`src/hdl/hfc_pkg.sv`:
```
// ----------------------------------------------------------------------------
// hfc_pkg
// Shared types and constants for the histogram flatness check unit.
// ----------------------------------------------------------------------------
package hfc_pkg;

  // Flatness limit: unsigned Q0.16 fraction
  localparam int LIMIT_W = 16;
  typedef logic [LIMIT_W-1:0] limit_t;

  // Limit after reset, about 0.8
  localparam limit_t LIMIT_RESET = 16'd52429;

  // Fraction bits of the limit, the scale of the left side of the test
  localparam int FRAC_BITS = 16;

endpackage

```
`src/hdl/hfc_accum.sv`:
```
// ----------------------------------------------------------------------------
// hfc_accum
// Running max, nonzero min, nonzero sum and nonzero bin count. On the last
// bin the updated values go to a snapshot register and the running values
// clear.
// ----------------------------------------------------------------------------
module hfc_accum import hfc_pkg::*; #(
  parameter int CW = 32,
  parameter int NW = 11,
  parameter int SW = 43,
  parameter int MAX_BINS = 1024
) (
  input  logic          clk,
  input  logic          rst,
  input  logic [31:0]   visit_count,
  input  logic          last_bin,
  input  logic          in_valid,
  output logic          in_stall,
  input  logic          snap_ready,
  output logic          snap_valid,
  output logic [CW-1:0] snap_max,
  output logic [CW-1:0] snap_min,
  output logic [SW-1:0] snap_sum,
  output logic [NW-1:0] snap_bins,
  output logic          snap_empty
);

  localparam int VW = (CW > 32) ? CW : 32;
  localparam logic [CW-1:0] CNT_MAX = {CW{1'b1}};
  localparam logic [NW-1:0] BIN_LIMIT = NW'(MAX_BINS);

  logic [CW-1:0] max_seen, max_seen_next;
  logic [CW-1:0] min_nonzero, min_nonzero_next;
  logic [SW-1:0] sum_nonzero, sum_nonzero_next;
  logic [NW-1:0] nonzero_bins, nonzero_bins_next;
  logic [VW-1:0] v_ext;
  logic [CW-1:0] v_sat;
  logic          take_bin;
  logic          accept;

  // Snapshot slot frees when the test pipeline takes it
  assign in_stall = snap_valid && !snap_ready;
  assign accept   = in_valid && !in_stall;

  // Saturate the count to the counter width
  assign v_ext = VW'(visit_count);
  assign v_sat = (v_ext > VW'(CNT_MAX)) ? CNT_MAX : v_ext[CW-1:0];

  // Accumulator update for this bin
  always_comb begin
    take_bin          = (v_sat != '0) && (nonzero_bins < BIN_LIMIT);
    max_seen_next     = max_seen;
    min_nonzero_next  = min_nonzero;
    sum_nonzero_next  = sum_nonzero;
    nonzero_bins_next = nonzero_bins;
    if (take_bin) begin
      if (v_sat > max_seen) max_seen_next = v_sat;
      if (v_sat < min_nonzero) min_nonzero_next = v_sat;
      sum_nonzero_next  = sum_nonzero + SW'(v_sat);
      nonzero_bins_next = nonzero_bins + 1'b1;
    end
  end

  // Running values; clear after the last bin
  always_ff @(posedge clk) begin
    if (rst) begin
      max_seen     <= '0;
      min_nonzero  <= CNT_MAX;
      sum_nonzero  <= '0;
      nonzero_bins <= '0;
    end else if (accept) begin
      if (last_bin) begin
        max_seen     <= '0;
        min_nonzero  <= CNT_MAX;
        sum_nonzero  <= '0;
        nonzero_bins <= '0;
      end else begin
        max_seen     <= max_seen_next;
        min_nonzero  <= min_nonzero_next;
        sum_nonzero  <= sum_nonzero_next;
        nonzero_bins <= nonzero_bins_next;
      end
    end
  end

  // Snapshot valid
  always_ff @(posedge clk) begin
    if (rst) begin
      snap_valid <= 1'b0;
    end else if (accept && last_bin) begin
      snap_valid <= 1'b1;
    end else if (snap_ready) begin
      snap_valid <= 1'b0;
    end
  end

  // Snapshot payload
  always_ff @(posedge clk) begin
    if (accept && last_bin) begin
      snap_max   <= max_seen_next;
      snap_min   <= min_nonzero_next;
      snap_sum   <= sum_nonzero_next;
      snap_bins  <= nonzero_bins_next;
      snap_empty <= (nonzero_bins_next == '0);
    end
  end

endmodule

```
`src/hdl/hfc_test.sv`:
```
// ----------------------------------------------------------------------------
// hfc_test
// Division-free flatness test on a histogram snapshot, three stages:
// products, deviation, final compare into the result register.
// ----------------------------------------------------------------------------
module hfc_test import hfc_pkg::*; #(
  parameter int CW = 32,
  parameter int NW = 11,
  parameter int SW = 43
) (
  input  logic          clk,
  input  logic          rst,
  input  limit_t        flat_limit_q16,
  input  logic          snap_valid,
  output logic          snap_ready,
  input  logic [CW-1:0] snap_max,
  input  logic [CW-1:0] snap_min,
  input  logic [SW-1:0] snap_sum,
  input  logic [NW-1:0] snap_bins,
  input  logic          snap_empty,
  output logic          out_valid,
  input  logic          out_stall,
  output logic          is_flat,
  output logic          empty_histogram
);

  localparam int PW = CW + NW;
  localparam int LW = SW + FRAC_BITS;

  // Products stage
  logic          b_valid;
  logic [SW-1:0] b_max_n, b_min_n, b_sum;
  logic [LW-1:0] b_rhs;
  logic          b_empty;
  logic [PW-1:0] max_n_full, min_n_full;

  // Deviation stage
  logic          c_valid;
  logic [SW-1:0] c_dev, c_sum;
  logic [LW-1:0] c_rhs;
  logic          c_empty;
  logic [SW-1:0] dev_hi, dev_lo;

  // Final compare
  logic [SW-1:0] diff;
  logic [LW-1:0] lhs;
  logic          flat_next;

  logic out_free, c_free, b_free;

  // Ready chain: a stage moves when the one after it is free
  assign out_free   = !out_valid || !out_stall;
  assign c_free     = !c_valid || out_free;
  assign b_free     = !b_valid || c_free;
  assign snap_ready = b_free;

  assign max_n_full = PW'(snap_max) * PW'(snap_bins);
  assign min_n_full = PW'(snap_min) * PW'(snap_bins);

  // Deviation times the bin count, modulo the sum width
  assign dev_hi = b_max_n - b_sum;
  assign dev_lo = b_sum - b_min_n;

  // (S - devN) * 2^16 > limit * S, only when devN < S
  assign diff      = c_sum - c_dev;
  assign lhs       = {diff, {FRAC_BITS{1'b0}}};
  assign flat_next = (c_dev < c_sum) && (lhs > c_rhs);

  // Stage valids and result valid
  always_ff @(posedge clk) begin
    if (rst) begin
      b_valid   <= 1'b0;
      c_valid   <= 1'b0;
      out_valid <= 1'b0;
    end else begin
      if (b_free) b_valid <= snap_valid;
      if (c_free) c_valid <= b_valid;
      if (out_free) out_valid <= c_valid;
    end
  end

  // Stage payloads
  always_ff @(posedge clk) begin
    if (b_free) begin
      b_max_n <= max_n_full[SW-1:0];
      b_min_n <= min_n_full[SW-1:0];
      b_sum   <= snap_sum;
      b_rhs   <= LW'(snap_sum) * LW'(flat_limit_q16);
      b_empty <= snap_empty;
    end
    if (c_free) begin
      c_dev   <= (dev_hi > dev_lo) ? dev_hi : dev_lo;
      c_sum   <= b_sum;
      c_rhs   <= b_rhs;
      c_empty <= b_empty;
    end
    if (out_free) begin
      is_flat         <= !c_empty && flat_next;
      empty_histogram <= c_empty;
    end
  end

endmodule

```
`src/hdl/histogram_flatness_check_unit.sv`:
```
// ----------------------------------------------------------------------------
// histogram_flatness_check_unit
// Streaming flatness check of a bin visit histogram.
// ----------------------------------------------------------------------------
//  Channel  | Handshake              | Payload
//  ---------+------------------------+------------------------------------
//  input    | in_valid / in_stall    | visit_count[31:0], last_bin
//  result   | out_valid / out_stall  | is_flat, empty_histogram
//  config   | cfg_write_en           | cfg_write_data[15:0] (flatness limit)
//
// One bin is taken per clock while in_stall is low. A transaction with
// last_bin set has its result carried to the outputs through the
// snapshot, product, deviation and result registers. Each stage moves when
// the next is free; a stalled result blocks the input, last bin or not, only
// once all four registers hold a histogram. rst is synchronous, clears the
// accumulators and stage valids and restores the limit to its default.
// ----------------------------------------------------------------------------
module histogram_flatness_check_unit import hfc_pkg::*; #(
  parameter int COUNT_WIDTH = 32,
  parameter int MAX_BINS    = 1024
) (
  input  logic         clk,
  input  logic         rst,
  input  logic         cfg_write_en,
  input  logic [15:0]  cfg_write_data,
  input  logic         in_valid,
  output logic         in_stall,
  input  logic [31:0]  visit_count,
  input  logic         last_bin,
  output logic         out_valid,
  input  logic         out_stall,
  output logic         is_flat,
  output logic         empty_histogram
);

  localparam int NW   = $clog2(MAX_BINS + 1);
  localparam int SW   = (COUNT_WIDTH + NW > 64) ? 64 : COUNT_WIDTH + NW;

  limit_t flat_limit_q16;

  logic                   snap_valid, snap_ready, snap_empty;
  logic [COUNT_WIDTH-1:0] snap_max, snap_min;
  logic [SW-1:0]          snap_sum;
  logic [NW-1:0]          snap_bins;

  // Flatness limit register
  always_ff @(posedge clk) begin
    if (rst) begin
      flat_limit_q16 <= LIMIT_RESET;
    end else if (cfg_write_en) begin
      flat_limit_q16 <= cfg_write_data;
    end
  end

  hfc_accum #(
    .CW       (COUNT_WIDTH),
    .NW       (NW),
    .SW       (SW),
    .MAX_BINS (MAX_BINS)
  ) u_accum (
    .clk         (clk),
    .rst         (rst),
    .visit_count (visit_count),
    .last_bin    (last_bin),
    .in_valid    (in_valid),
    .in_stall    (in_stall),
    .snap_ready  (snap_ready),
    .snap_valid  (snap_valid),
    .snap_max    (snap_max),
    .snap_min    (snap_min),
    .snap_sum    (snap_sum),
    .snap_bins   (snap_bins),
    .snap_empty  (snap_empty)
  );

  hfc_test #(
    .CW (COUNT_WIDTH),
    .NW (NW),
    .SW (SW)
  ) u_test (
    .clk             (clk),
    .rst             (rst),
    .flat_limit_q16  (flat_limit_q16),
    .snap_valid      (snap_valid),
    .snap_ready      (snap_ready),
    .snap_max        (snap_max),
    .snap_min        (snap_min),
    .snap_sum        (snap_sum),
    .snap_bins       (snap_bins),
    .snap_empty      (snap_empty),
    .out_valid       (out_valid),
    .out_stall       (out_stall),
    .is_flat         (is_flat),
    .empty_histogram (empty_histogram)
  );

endmodule
```
`config.mk`:
```
export PLATFORM = sky130hd
export DESIGN_NAME = histogram_flatness_check_unit
export DESIGN_NICKNAME = d
export VERILOG_FILES = /design/src/hdl/hfc_pkg.sv /design/src/hdl/hfc_accum.sv /design/src/hdl/hfc_test.sv /design/src/hdl/histogram_flatness_check_unit.sv
export SDC_FILE = /design/constraint.sdc
export NUM_CORES = 2
export LEC_CHECK = 0
export BUFFER_PORTS_ARGS = -buffer_cell sky130_fd_sc_hd__buf_2
export CAP_MARGIN = 20
export CORE_UTILIZATION = 40
export CTS_CLUSTER_DIAMETER = 120
export DETAILED_ROUTE_END_ITERATION = 10
export PLACE_DENSITY = 0.54
export SLEW_MARGIN = 25
export SYNTH_ARGS = -nofsm -noshare
export SYNTH_HDL_FRONTEND = slang
export SYNTH_SLANG_ARGS = --single-unit
```
`constraint.sdc`:
```
create_clock -name clk -period 14.3 [get_ports clk]
set_clock_uncertainty 0.2 [all_clocks]
set_input_delay 0.715 -clock clk [delete_from_list [all_inputs] [get_ports clk]]
set_output_delay 0.715 -clock clk [all_outputs]
set_load 0.05 [all_outputs]
```
### After elaboration in Yosys (flattened, before gate mapping)

Cells that the tools add are included.

| storage, ports and cells | value |
|---|---|
| flip-flop bits (word level) | 594 |
| bits of input ports | 54 |
| output and inout port bits | 4 |
| word-level logic and storage cells | 73 |

| cells by class | value |
|---|---|
| add/subtract/negate cells | 5 |
| multipliers | 3 |
| $lt $le $gt $ge | 7 |
| muxes and demuxes | 14 |
| reductions and logical operators | 19 |

Operator list:

| cell | number |
|---|---|
| two-way mux 32 bit | 7 |
| two-way mux 43 bit | 3 |
| subtractor 43 bit | 3 |
| multiplier 32 x 11 -> 43 bit | 2 |
| greater-than comparator 59 bit | 1 |
| multiplier 43 x 16 -> 59 bit | 1 |
| adder 43 x 32 -> 43 bit | 1 |
| greater-than comparator 43 bit | 1 |
| < comparator 43 bit | 1 |
| greater-than comparator 32 bit | 1 |
| greater-than comparator 32 bit (second input constant) | 1 |
| < comparator 32 bit | 1 |
| nonzero test 32 bit | 1 |
| two-way mux 11 bit | 2 |
| adder 11 x 1 -> 11 bit (second input constant) | 1 |
| zero test 11 bit | 1 |
| < comparator 11 bit (second input constant) | 1 |
| zero test 1 bit | 7 |
| logical AND 1 bit | 6 |
| logical OR 1 bit | 3 |
| two-way mux 1 bit | 2 |
| nonzero test 2 bit | 1 |

### Logic depth before layout (Yosys ltp)

| logic depth | value |
|---|---|
| depth in word-level cells | 10 |
| depth in mapped cells | 27 |
| depth with buffers taken out | 24 |

### By module

From an unflattened synthesis, not the netlist that was laid out.

| second synthesis, totals | value |
|---|---|
| cells, all modules | 7951 |
| area total of the unflattened synthesis | 75611.3 sq um |

By module, submodules not included:

| module | instances | cells each | area each (sq um) | seq. area each (sq um) |
|---|---|---|---|---|
| hfc_test | 1 | 6662 | 62207.2 | 10179.8 |
| hfc_accum | 1 | 1237 | 12789.8 | 5955.7 |
| histogram_flatness_check_unit | 1 | 52 | 614.3 | 320.3 |

### Least setup slack after synthesis

OpenSTA, ideal clock, no wires.

| path | value |
|---|---|
| path kind | register to register |
| start point | reg flat_limit_q16[1] |
| end point | reg u_test.b_rhs[41] (data pin) |
| setup time | 0.265 ns |
| data arrival time | 6.291 ns |
| data required time | 13.835 ns |
| slack | 7.544 ns |
| cell stages (with the launch flop) | 25 |
| buffers on the path | 3 |
| period minus slack after synthesis | 6.756 ns |
| cells stage by stage | dfxtp_1 clkbuf_1 clkbuf_1 nand2_1 fa_1 fa_1 fa_1 inv_1 fa_1 fa_1 inv_1 fa_1 inv_1 ha_1 clkbuf_1 nand2_1 a211oi_1 o22ai_1 o41ai_1 a31oi_1 o211a_1 o21ba_2 o21bai_1 a21oi_1 xnor2_1 |

| between the ends | value |
|---|---|
| word-level cells in the longest chain between the ends | 1 |

RTL lines:

| what | line | text |
|---|---|---|
| start, declared | histogram_flatness_check_unit.sv:39 | `limit_t flat_limit_q16;` |
| start signal, assigned | histogram_flatness_check_unit.sv:51 | `flat_limit_q16 <= cfg_write_data;` |
| multiplier 43 x 16 -> 59 bit | hfc_test.sv:88 | `b_rhs <= LW'(snap_sum) * LW'(flat_limit_q16);` |
| end signal, assigned | hfc_test.sv:88 |  |
| end, declared | hfc_test.sv:33 | `logic [LW-1:0] b_rhs;` |

No other way between the ends.
A chain may end at the register's enable or synchronous reset.

### Worst setup path after layout

| path | value |
|---|---|
| start point | reg flat_limit_q16[9] |
| end point | reg u_test.b_rhs[51] (data pin) |

Same word-level chain as after synthesis.

==> results.yml <==
clock_network:
  cts_tree: "done"
  clock_path_buffers: 3
  root_buffer: "clkbuf_16"
  post_cts.repair.setup_buffers: 0
  htreeDepth: 3
  cts_buffers: 77
  clk_pin_slew_ns: 0.06
  clk_latency_ns: 0.69
  clkSinkCount: 594
global_routing:
  groute.usage.overall_pct: 22.6
  overflow: 0
  grt_max_degree: 79
  antenna_found_initial: 20
  grt_pass1_vias: 57500
  grt_pass1_wl_mm: 334
layout:
  layout_common_cells: "inv_1 (1333), nand2_1 (1270), fa_1 (1114)"
  nets: 9611
  fillers: 18200
  drive_gt1_share_pct: 4.42
  area_delta_synth_final_pct: 7.06
  layout_commonest_cell: "inv_1"
route:
  drcViolationCount: 0
  vias_per_cell: 5.33
  antenna_left: 0
  wl_mm: 212
  wire_per_inst_um: 20.4
  drtIter0Drc: 3582
  firstDrtPassIters: 6
  num_vias: 55400
yosys:
  synth.avg_cell_area_sq_um: 9.40
  synth-main-ff-cell: "edfxtp_1"
  synth_edf_count: 456
  yosysTopAreaCell: "fa_1"
  synthTopCellsByArea: "fa_1 (30%), edfxtp_1 (18%), ha_1 (10%)"
  async_flop_share_pct: 0
  syn_inst: 8003
  synth.cell_area_sq_mm: 0.0752
  ys_types: 78
  ys_seq_area_share_pct: 21.9
  yosysWarnings: 0
  ys_seq_elements: 594
  synth_top_area_share_pct: 29.6
  syn_nets: 9772
critical_path:
  cp_slowest_cell: "dfxtp_1"
  cp_data_required_time_ns: 14.54
  crit_chain: "buf_4, nand2_1, fa_1, inv_1, fa_1, fa_1, fa_1, fa_1, inv_1, fa_1, inv_1, ha_1, and2_1, nand3_1, o41ai_1, a31oi_1, o221ai_1, o21ai_0, nor2_1, a221oi_1, xnor2_1"
  end_kind: "flip-flop"
  critPathKind: "flip-flop to flip-flop"
  crit_top_cell: "fa_1"
  path_max_fanout: 24
  timing.rr.end: "u_test.b_rhs[51]$_DFFE_PP_"
  ff2ff_path_depth: 21
  cp-start-kind: "flip-flop"
  r2r-start: "flat_limit_q16[9]$_SDFFE_PP0P_"
  max_stage_delay_ns: 0.93
  reg2reg_setup_slack_ns: 6.01
  cp.arrival_ns: 8.53
timing:
  fin_setup_tns_ns: 0
  maxSlewHeadroom_pct: 15.6
  min_period_over_period_pct: 58.0
  tightest_slew_ns: 1.25
  setup_viol: 0
  hold_viol: 0
  drv_slew: 0
  rsz0062_at_grt: "no"
  fin_crit_ns: 8.29
  max_freq_mhz: 121
floorplan:
  ios: 58
  die_w_um: 436
  dieArea_sq_mm: 0.190
  core_sq_mm: 0.186
  initial_core_util_pct: 40.4
  fp-row-count: 158
  fp.dieH_um: 436
place:
  gp_congestion: 0.883
  dp_hpwl_mm: 164
  place.port_buffers: 57
run_status:
  status: "finished clean"
min_path:
  hp-start: "cfg_write_data[7]"
  hold_path.class: "primary input to flip-flop"
  worstHoldPathCells: 3
  hold_end: "flat_limit_q16[7]$_SDFFE_PP1P_"
run:
  maxCapViolCount: 0
## layer usage
layer  share of wire (%)  global-route usage (%)  up-vias
li1                    -                       -    25400
met2                  47                    37.0     1353
met3                 5.2                    2.81      277
met5               0.012                       0        -
met4                 2.9                    6.89        4
met1                  45                    31.3    28300
## worst max-delay path by stage
stage	start	end	slack (ns)	cells after the start
after floorplan	flat_limit_q16[1]$_SDFFE_PP0P_	u_test.b_rhs[41]$_DFFE_PP_	7.54	24
after global placement	flat_limit_q16[8]$_SDFFE_PP0P_	u_test.b_rhs[51]$_DFFE_PP_	6.30	24
after detailed placement	flat_limit_q16[8]$_SDFFE_PP0P_	u_test.b_rhs[51]$_DFFE_PP_	6.18	21
after CTS	flat_limit_q16[8]$_SDFFE_PP0P_	u_test.b_rhs[51]$_DFFE_PP_	6.14	21
after global routing	flat_limit_q16[9]$_SDFFE_PP0P_	u_test.b_rhs[51]$_DFFE_PP_	5.52	21
final	flat_limit_q16[9]$_SDFFE_PP0P_	u_test.b_rhs[51]$_DFFE_PP_	6.01	21
## metrics by stage
stage	hold slack (ns)	area (sq um)	worst slack, ns	utilization (%)	instances
6_report	0.0543	80600	6.01	43.3	10400
3_3_place_gp	0.204	77800	6.30	41.8	10200
5_1_grt	0.0530	80500	5.52	43.2	10400
2_1_floorplan	0.200	75200	7.54	-	8003
4_1_cts	0.00361	80500	6.14	43.2	10400
3_5_place_dp	0.205	77800	6.18	41.8	10200
## state kept, by name (all words and copies together), names as in the netlist, 11 cells and up
| signal | flops |
|---|---|
| flat_limit_q16 | 16 |
| u_accum.max_seen | 32 |
| u_accum.min_nonzero | 32 |
| u_accum.nonzero_bins | 11 |
| u_accum.snap_bins | 11 |
| u_accum.snap_max | 32 |
| u_accum.snap_min | 32 |
| u_accum.snap_sum | 43 |
| u_accum.sum_nonzero | 43 |
| u_test.b_max_n | 43 |
| u_test.b_min_n | 43 |
| u_test.b_rhs | 59 |
| u_test.b_sum | 43 |
| u_test.c_dev | 43 |
| u_test.c_rhs | 59 |
| u_test.c_sum | 43 |
## critical path, delay by kind of cell, from the launching register on
kind | cells | cell delay (ns)
xor gates and xnor gates | 1 | 0.14
and+or+nand+nor | 4 | 0.71
AOI/OAI and AO/OA | 5 | 1.91
DFF | 1 | 0.93
buffers and inverters | 4 | 0.64
adders and majority gates | 7 | 3.49
## layout make-up
cell class	instances	area (sq um)	area share, %
Antenna cell	7	17.5	0.0217
Clock buffer	97	2060	2.56
Clock inverter	43	538	0.668
Inverter	1335	5020	6.23
Multi-Input combinational cell	5693	52400	65.0
Sequential cell	594	16500	20.4
Tap cell	2480	3100	3.85
Timing Repair Buffer	141	957	1.19
## cells by family (layout without fill, tap and decap cells)
| logic type | Yosys count | count (layout) | share of synthesized area, % |
|---|---|---|---|
| buf+inv | 1716 | 1616 | 8.56 |
| flops | 594 | 594 | 21.9 |
| other cells | 0 | 7 | 0 |
| compound gates | 1217 | 1217 | 10.5 |
| simple gates | 2372 | 2372 | 14.7 |
| mux | 93 | 93 | 1.32 |
| xor+xnor | 296 | 296 | 3.45 |
| fa+ha+maj | 1715 | 1715 | 39.6 |
## cell usage after synthesis (all sizes together), types with 82 or more instances
cell	number
a21oi	337
a21o	200
and2	470
inv	1335
o21ai	255
nor2	221
nand4	82
edfxtp	456
clkbuf	374
xnor2	196
xor2	100
nand2	1271
dfxtp	138
fa	1114
ha	601
## what timing repair did
item,in CTS,in global routing
hold endpoints to repair,3,0
hold buffers,3,0
gates resized for setup,0,0
Power is not shown: default switching activity piles up to over one toggle a cycle in this logic, so the estimate is an artifact.
